$ cat src/sv/qcb_pkg.sv
`timescale 1ns / 1ps

package qcb_pkg;

   localparam logic [1:0] KIND_PIN_SAMPLE = 2'd0;
   localparam logic [1:0] KIND_BUS_WRITE  = 2'd1;
   localparam logic [1:0] KIND_BUS_READ   = 2'd2;
   localparam logic [1:0] KIND_TICK       = 2'd3;

   localparam logic [7:0] CMD_READ_NONE      = 8'h00;
   localparam logic [7:0] CMD_WRITE_POSITION = 8'h41;
   localparam logic [7:0] CMD_SET_MODE       = 8'h42;
   localparam logic [7:0] CMD_SET_INTERVAL   = 8'h43;
   localparam int         CMD_WRITE_BIT      = 6;

   localparam logic [1:0] PHASE_COMMAND = 2'd0;
   localparam logic [1:0] PHASE_LOW     = 2'd1;
   localparam logic [1:0] PHASE_HIGH    = 2'd2;

   localparam logic [15:0] MODE_LIVE    = 16'd0;
   localparam logic [15:0] MODE_LATCHED = 16'd1;

   localparam logic [3:0]  HISTORY_RESET  = 4'd12;
   localparam logic [15:0] INTERVAL_RESET = 16'd10;

   typedef struct packed {
      logic [1:0] kind;
      logic       pin_a;
      logic       pin_b;
      logic [7:0] bus_byte;
      logic       frame_restart;
   } req_type;

   typedef struct packed {
      logic signed [15:0] read_value;
      logic               change_pulse;
   } rsp_type;

   // quadrature step for {new b, new a, old b, old a}
   function automatic logic signed [2:0] step_delta(input logic [3:0] idx);
      logic signed [2:0] d;
      case (idx)
         4'd0:    d = 3'sd0;
         4'd1:    d = 3'sd1;
         4'd2:    d = -3'sd1;
         4'd3:    d = 3'sd2;
         4'd4:    d = -3'sd1;
         4'd5:    d = 3'sd0;
         4'd6:    d = -3'sd2;
         4'd7:    d = 3'sd1;
         4'd8:    d = 3'sd1;
         4'd9:    d = -3'sd2;
         4'd10:   d = 3'sd0;
         4'd11:   d = -3'sd1;
         4'd12:   d = 3'sd2;
         4'd13:   d = -3'sd1;
         4'd14:   d = 3'sd1;
         default: d = 3'sd0;
      endcase
      return d;
   endfunction

endpackage

$ cat src/sv/qcb_core.sv
`timescale 1ns / 1ps

module qcb_core (
   input  logic             clock,
   input  logic             reset,
   input  logic             req_fire,
   input  qcb_pkg::req_type req_data,
   output qcb_pkg::rsp_type rsp_data
);
   import qcb_pkg::*;

   logic [3:0]  history_ff,  history_in;
   logic [31:0] position_ff, position_in;
   logic [31:0] latched_ff,  latched_in;
   logic [15:0] mode_ff,     mode_in;
   logic [15:0] interval_ff, interval_in;
   logic [16:0] elapsed_ff,  elapsed_in;
   logic [1:0]  phase_ff,    phase_in;
   logic [7:0]  command_ff,  command_in;
   logic [7:0]  low_ff,      low_in;

   logic [3:0]        pin_idx;
   logic signed [2:0] pin_delta;
   logic [1:0]        phase_cur;
   logic [7:0]        command_cur;
   logic [15:0]       frame_value;
   logic [16:0]       elapsed_inc;

   always_comb begin
      history_in  = history_ff;
      position_in = position_ff;
      latched_in  = latched_ff;
      mode_in     = mode_ff;
      interval_in = interval_ff;
      elapsed_in  = elapsed_ff;
      phase_in    = phase_ff;
      command_in  = command_ff;
      low_in      = low_ff;
      rsp_data    = '0;

      pin_idx     = {req_data.pin_b, req_data.pin_a, history_ff[3:2]};
      pin_delta   = step_delta(pin_idx);
      phase_cur   = req_data.frame_restart ? PHASE_COMMAND : phase_ff;
      command_cur = (phase_cur == PHASE_COMMAND) ? req_data.bus_byte : command_ff;
      frame_value = {req_data.bus_byte, low_ff};
      elapsed_inc = elapsed_ff + 17'd1;

      case (req_data.kind)
         KIND_PIN_SAMPLE: begin
            history_in  = pin_idx;
            position_in = position_ff + {{29{pin_delta[2]}}, pin_delta};
         end
         KIND_BUS_WRITE: begin
            command_in = command_cur;
            if (!command_cur[CMD_WRITE_BIT]) begin
               // a zero command frame ends on its command byte
               if (command_cur == CMD_READ_NONE && phase_cur == PHASE_COMMAND) begin
                  phase_in = PHASE_COMMAND;
               end else begin
                  phase_in = (phase_cur >= PHASE_HIGH) ? PHASE_COMMAND : phase_cur + 2'd1;
               end
            end else begin
               if (phase_cur == PHASE_LOW) begin
                  low_in = req_data.bus_byte;
               end else if (phase_cur == PHASE_HIGH) begin
                  case (command_cur)
                     CMD_WRITE_POSITION: position_in = {{16{frame_value[15]}}, frame_value};
                     CMD_SET_MODE:       mode_in     = frame_value;
                     CMD_SET_INTERVAL:   interval_in = frame_value;
                     default: ;
                  endcase
               end
               phase_in = (phase_cur >= PHASE_HIGH) ? PHASE_COMMAND : phase_cur + 2'd1;
            end
         end
         KIND_BUS_READ: begin
            if (mode_ff == MODE_LIVE) begin
               rsp_data.read_value = position_ff[15:0];
            end else if (mode_ff == MODE_LATCHED) begin
               rsp_data.read_value = latched_ff[15:0];
            end
         end
         default: begin
            elapsed_in = elapsed_inc;
            if (elapsed_inc > {1'b0, interval_ff}) begin
               elapsed_in = '0;
               if (position_ff != latched_ff) begin
                  latched_in            = position_ff;
                  rsp_data.change_pulse = 1'b1;
                  if (mode_ff == MODE_LATCHED) begin
                     position_in = '0;
                  end
               end
            end
         end
      endcase
   end

   always_ff @(posedge clock) begin
      if (reset) begin
         history_ff  <= HISTORY_RESET;
         position_ff <= '0;
         latched_ff  <= '0;
         mode_ff     <= MODE_LIVE;
         interval_ff <= INTERVAL_RESET;
         elapsed_ff  <= '0;
         phase_ff    <= PHASE_COMMAND;
         command_ff  <= '0;
         low_ff      <= '0;
      end else if (req_fire) begin
         history_ff  <= history_in;
         position_ff <= position_in;
         latched_ff  <= latched_in;
         mode_ff     <= mode_in;
         interval_ff <= interval_in;
         elapsed_ff  <= elapsed_in;
         phase_ff    <= phase_in;
         command_ff  <= command_in;
         low_ff      <= low_in;
      end
   end

endmodule

$ cat src/sv/qcb_out_buf.sv
`timescale 1ns / 1ps

module qcb_out_buf (
   input  logic             clock,
   input  logic             reset,
   input  logic             in_valid,
   input  qcb_pkg::rsp_type in_data,
   output logic             in_stall,
   output logic             rsp_valid,
   output qcb_pkg::rsp_type rsp_data,
   input  logic             rsp_stall
);
   import qcb_pkg::*;

   logic    out_valid_ff;
   rsp_type out_data_ff;
   logic    skid_valid_ff;
   rsp_type skid_data_ff;
   logic    in_fire;
   logic    out_free;

   assign in_stall  = skid_valid_ff;
   assign in_fire   = in_valid && !skid_valid_ff;
   assign out_free  = !out_valid_ff || !rsp_stall;
   assign rsp_valid = out_valid_ff;
   assign rsp_data  = out_data_ff;

   always_ff @(posedge clock) begin
      if (reset) begin
         out_valid_ff  <= 1'b0;
         skid_valid_ff <= 1'b0;
      end else if (out_free) begin
         if (skid_valid_ff) begin
            out_valid_ff  <= 1'b1;
            skid_valid_ff <= 1'b0;
         end else begin
            out_valid_ff <= in_fire;
         end
      end else if (in_fire) begin
         skid_valid_ff <= 1'b1;
      end
   end

   always_ff @(posedge clock) begin
      if (out_free) begin
         out_data_ff <= skid_valid_ff ? skid_data_ff : in_data;
      end else if (in_fire) begin
         skid_data_ff <= in_data;
      end
   end

endmodule

$ cat src/sv/quadrature_counter_bus_slave.sv
`timescale 1ns / 1ps

// Quadrature encoder counter with a 3-byte framed register bus. One request is
// taken every clock while req_stall is low; its result is registered before it
// appears on rsp. Every request yields exactly one response: read data for
// bus reads, a change pulse for millisecond ticks, zero otherwise. A two-entry
// output buffer lets requests keep flowing while a response waits; req_stall
// rises only when both entries are held by a stalled response channel.

module quadrature_counter_bus_slave (
   input  logic             clock,
   input  logic             reset,
   input  logic             req_valid,
   output logic             req_stall,
   input  qcb_pkg::req_type req_data,
   output logic             rsp_valid,
   input  logic             rsp_stall,
   output qcb_pkg::rsp_type rsp_data
);
   import qcb_pkg::*;

   logic    req_fire;
   rsp_type core_rsp;

   assign req_fire = req_valid && !req_stall;

   qcb_core u_core (
      .clock    (clock),
      .reset    (reset),
      .req_fire (req_fire),
      .req_data (req_data),
      .rsp_data (core_rsp)
   );

   qcb_out_buf u_out_buf (
      .clock     (clock),
      .reset     (reset),
      .in_valid  (req_valid),
      .in_data   (core_rsp),
      .in_stall  (req_stall),
      .rsp_valid (rsp_valid),
      .rsp_data  (rsp_data),
      .rsp_stall (rsp_stall)
   );

endmodule
$ cat config.mk
export PLATFORM = sky130hd
export DESIGN_NAME = quadrature_counter_bus_slave
export DESIGN_NICKNAME = d
export VERILOG_FILES = /design/src/sv/qcb_pkg.sv /design/src/sv/qcb_core.sv /design/src/sv/qcb_out_buf.sv /design/src/sv/quadrature_counter_bus_slave.sv
export SDC_FILE = /design/constraint.sdc
export NUM_CORES = 1
export LEC_CHECK = 0
export BUFFER_PORTS_ARGS = -buffer_cell sky130_fd_sc_hd__buf_4
export CAP_MARGIN = 20
export CORE_MARGIN = 10
export CORE_UTILIZATION = 35
export DETAILED_ROUTE_END_ITERATION = 8
export HOLD_SLACK_MARGIN = 0.02
export PLACE_DENSITY = 0.48
export SLEW_MARGIN = 20
export SYNTH_ARGS = -nofsm -noshare
export SYNTH_HDL_FRONTEND = slang
export SYNTH_SLANG_ARGS = --single-unit
export TNS_END_PERCENT = 100
$ cat constraint.sdc
create_clock -name clock -period 6 [get_ports clock]
set_input_delay 1.2 -clock clock [delete_from_list [all_inputs] [get_ports clock]]
set_output_delay 1.2 -clock clock [all_outputs]
set_load 0.03 [all_outputs]
==> impl_metrics.csv <==
group,metric,value,unit
route,drt_iter0_drc,499,
die,fp.dieW,186,um
synthesis,synth_top_area_share,28.1,%
timing,worstMarginPinSlew,0.929,ns
power_and_ir_drop,power.density,244,nW/um2
synthesis,netlist_area,9610,um2
die,initial_core_util,35.6,%
route,drt-vias-per-instance,5.25,
die,fp.dieArea,34500,um2
placed_design,portBuffers,35,
setup_path,r2r_cells,15,
die,die_y,186,um
synthesis,ys_seq_elements,169,
timing,period_needed,4.58,ns
clocking,root_buffer,"clkbuf_16",
clocking,cts_resized,0,
layout,final_common_cell,"nor2_1",
route,drt-wirelength-per-cell,17.7,um
setup_path,end_kind,"flip-flop",
timing,tns,0,ns
timing,fmax,0.219,GHz
synthesis,ys.flop_type,"dfxtp_1",
clocking,cts_hold_repair.buffers,0,
synthesis,yosysTopAreaCell,"dfxtp_1",
route,finalWirelength,25500,um
timing,hold_viol_final,0,
grt,grt_pass1_vias,7274,
hold_path,hold_start,"u_core.elapsed_ff[1]$_SDFFE_PP0P_",
setup_path,cp_max_fo,19,
synthesis,ys_warn_count,0,
synthesis,syn_area_per_cell,8.98,um2
layout,fin_util,39.9,%
timing,grt_setup_unrepaired,"false",
timing,whs,0.467,ns
timing,slew_viol_final,0,
die,coreArea,27000,um2
synthesis,synth-seq-area-share,38.8,%
timing,finalSetupViolCount,0,
placed_design,post-place-ws,1.04,ns
hold_path,hold_depth,2,
setup_path,r2r_start,"u_core.elapsed_ff[0]$_SDFFE_PP0P_",
layout,antenna_cells,0,
setup_path,path_class,"reg -> reg",
clocking,ctsLongestPathBuffers,2,
clocking,cts_tree,"done",
die,row_count,60,
layout,area_growth,11.9,%
die,ios,36,
outcome,status,"completed",
layout,drive_gt1_share,9.38,%
grt,grt_pass1_wl,40900,um
clocking,postCtsSetupBuffers,0,
clocking,clkTransAtPathRegs,0.08,ns
synthesis,synth_cell_types,80,
power_and_ir_drop,p_total,2.63,mW
setup_path,arrival,4.85,ns
clocking,clk_latency,0.43,ns
setup_path,rrSetupSlack,1.42,ns
hold_path,holdPathEnd,"u_core.elapsed_ff[1]$_SDFFE_PP0P_",
power_and_ir_drop,vdd_drop_max,0.126,mV
timing,skew,0.0181,ns
synthesis,synthArstFlopShare,0,%
route,drc,0,
grt,grt_start_max_net_pins,81,
route,vias,7550,
layout,nNetsFinal,1154,
synthesis,syn_nets,1139,
grt,antenna_found_initial,0,
clocking,htree_num_levels,4,
timing,slew_headroom,37.6,%
clocking,cts_inserted_buffers,17,
setup_path,critPathRequiredTime,6.28,ns
placed_design,post_dp_cell_area,10200,um2
layout,final_area,10800,um2
setup_path,timing.rr.end,"u_core.latched_ff[22]$_SDFFE_PP0P_",
setup_path,worst_setup_path_start_kind,"flip-flop",
layout,stdcell_count,1439,
synthesis,synth_cells,1070,
flow_run,drv_cap,0,
layout,mostFrequentLayoutCells,"nor2_1, dfxtp_1, nand2_1, mux2i_1, a21oi_1",
placed_design,dpl.hpwl,18700,um
placed_design,place.gp.congestion,0.868,
route,dr.pass1.iters,5,
power_and_ir_drop,p_leak,4.50,nW
grt,grt_usage,15.1,%
synthesis,synth_edf_count,34,
route,drtAntennaViolNets,0,
hold_path,hp-class,"reg -> reg",
timing,fin_crit_sh,76.3,%
grt,overflow,0,
timing,finalWorstSetupSlack,1.42,ns
placed_design,dp.cells,1407,
clocking,cts.sinks,169,
synthesis,yosys-top-cells-area,"dfxtp_1, edfxtp_1, mux2i_1",
synthesized netlist by cell type (11+ instances only):
cell type / count
mux2i_1: 91
nor4_1: 17
o21ai_0: 44
a21o_1: 11
nor3_1: 20
nor2_1: 144
nand2_1: 91
o31ai_1: 18
edfxtp_1: 34
o211ai_1: 12
dfxtp_1: 135
a21oi_1: 66
ha_1: 51
xnor2_1: 21
nand4_1: 12
inv_1: 35
xor2_1: 50
clkbuf_1: 41
nand3_1: 30
kinds of logic after synthesis:
kind of cell    synth area share [%]
compound gates                  16.0
flops                           38.8
buf+inv                         3.91
simple gates                    18.0
fa+ha+maj                       6.85
mux                             9.72
xor+xnor                        6.72
state kept, by name (all words and copies together) (netlist names):
name	cells
u_core.latched_ff	32
u_core.position_ff	32
u_core.elapsed_ff	17
u_out_buf.rsp_data	17
u_out_buf.skid_data_ff	17
u_core.interval_ff	16
u_core.mode_ff	16
u_core.command_ff	8
u_core.low_ff	8
u_core.history_ff	2
u_core.phase_ff	2
u_out_buf.in_stall	1
u_out_buf.rsp_valid	1
worst max-delay path: stages (launching register included):
cell and delay, ns:
dfxtp_1 0.41, ha_1 0.30, nand3_4 0.14, or4_1 0.65, nor2_1 0.18, xor2_1 0.11, ha_1 0.32, nand2_1 0.07
nor3_1 0.32, a41oi_1 0.25, o32ai_2 0.37, a31oi_4 0.12, nand2_2 0.47, buf_4 0.42, mux2i_1 0.23, nor2_1 0.05
routing by layer:
layer | track usage, % | wire (um) | vias up
li1 | - | - | 3885
met1 | 20.1 | 12500 | 3544
met2 | 24.9 | 12000 | 109
met3 | 2.42 | 688 | 12
met4 | 3.87 | 244 | 0
met5 | 0 | 0 | -
power breakdown:
part	switching, mW	internal, mW
combinational	0.207	0.116
sequential	0.0233	1.18
clock	0.539	0.562
final cells by class:
class                           count  area (um2)
Clock buffer                       18         429
Clock inverter                     14         153
Fill cell                        2779       16200
Inverter                           36         135
Multi-Input combinational cell    812        5520
Sequential cell                   169        3720
Tap cell                          341         427
Timing Repair Buffer               49         365
worst max-delay path by stage:
stage	endpoint	slack (ns)	depth (start not counted)	start
after global placement	u_core.position_ff[31]$_SDFFE_PP0P_	1.11	12	req_data[9]
after global routing	u_core.latched_ff[22]$_SDFFE_PP0P_	1.0	15	u_core.elapsed_ff[0]$_SDFFE_PP0P_
after detailed placement	u_core.position_ff[31]$_SDFFE_PP0P_	1.04	12	req_data[9]
after CTS	u_core.latched_ff[18]$_SDFFE_PP0P_	1.39	15	u_core.elapsed_ff[0]$_SDFFE_PP0P_
after floorplan	u_core.position_ff[31]$_SDFFE_PP0P_	1.45	11	req_data[9]
final	u_core.latched_ff[22]$_SDFFE_PP0P_	1.42	15	u_core.elapsed_ff[0]$_SDFFE_PP0P_
Power figures use the tool's default switching activity.
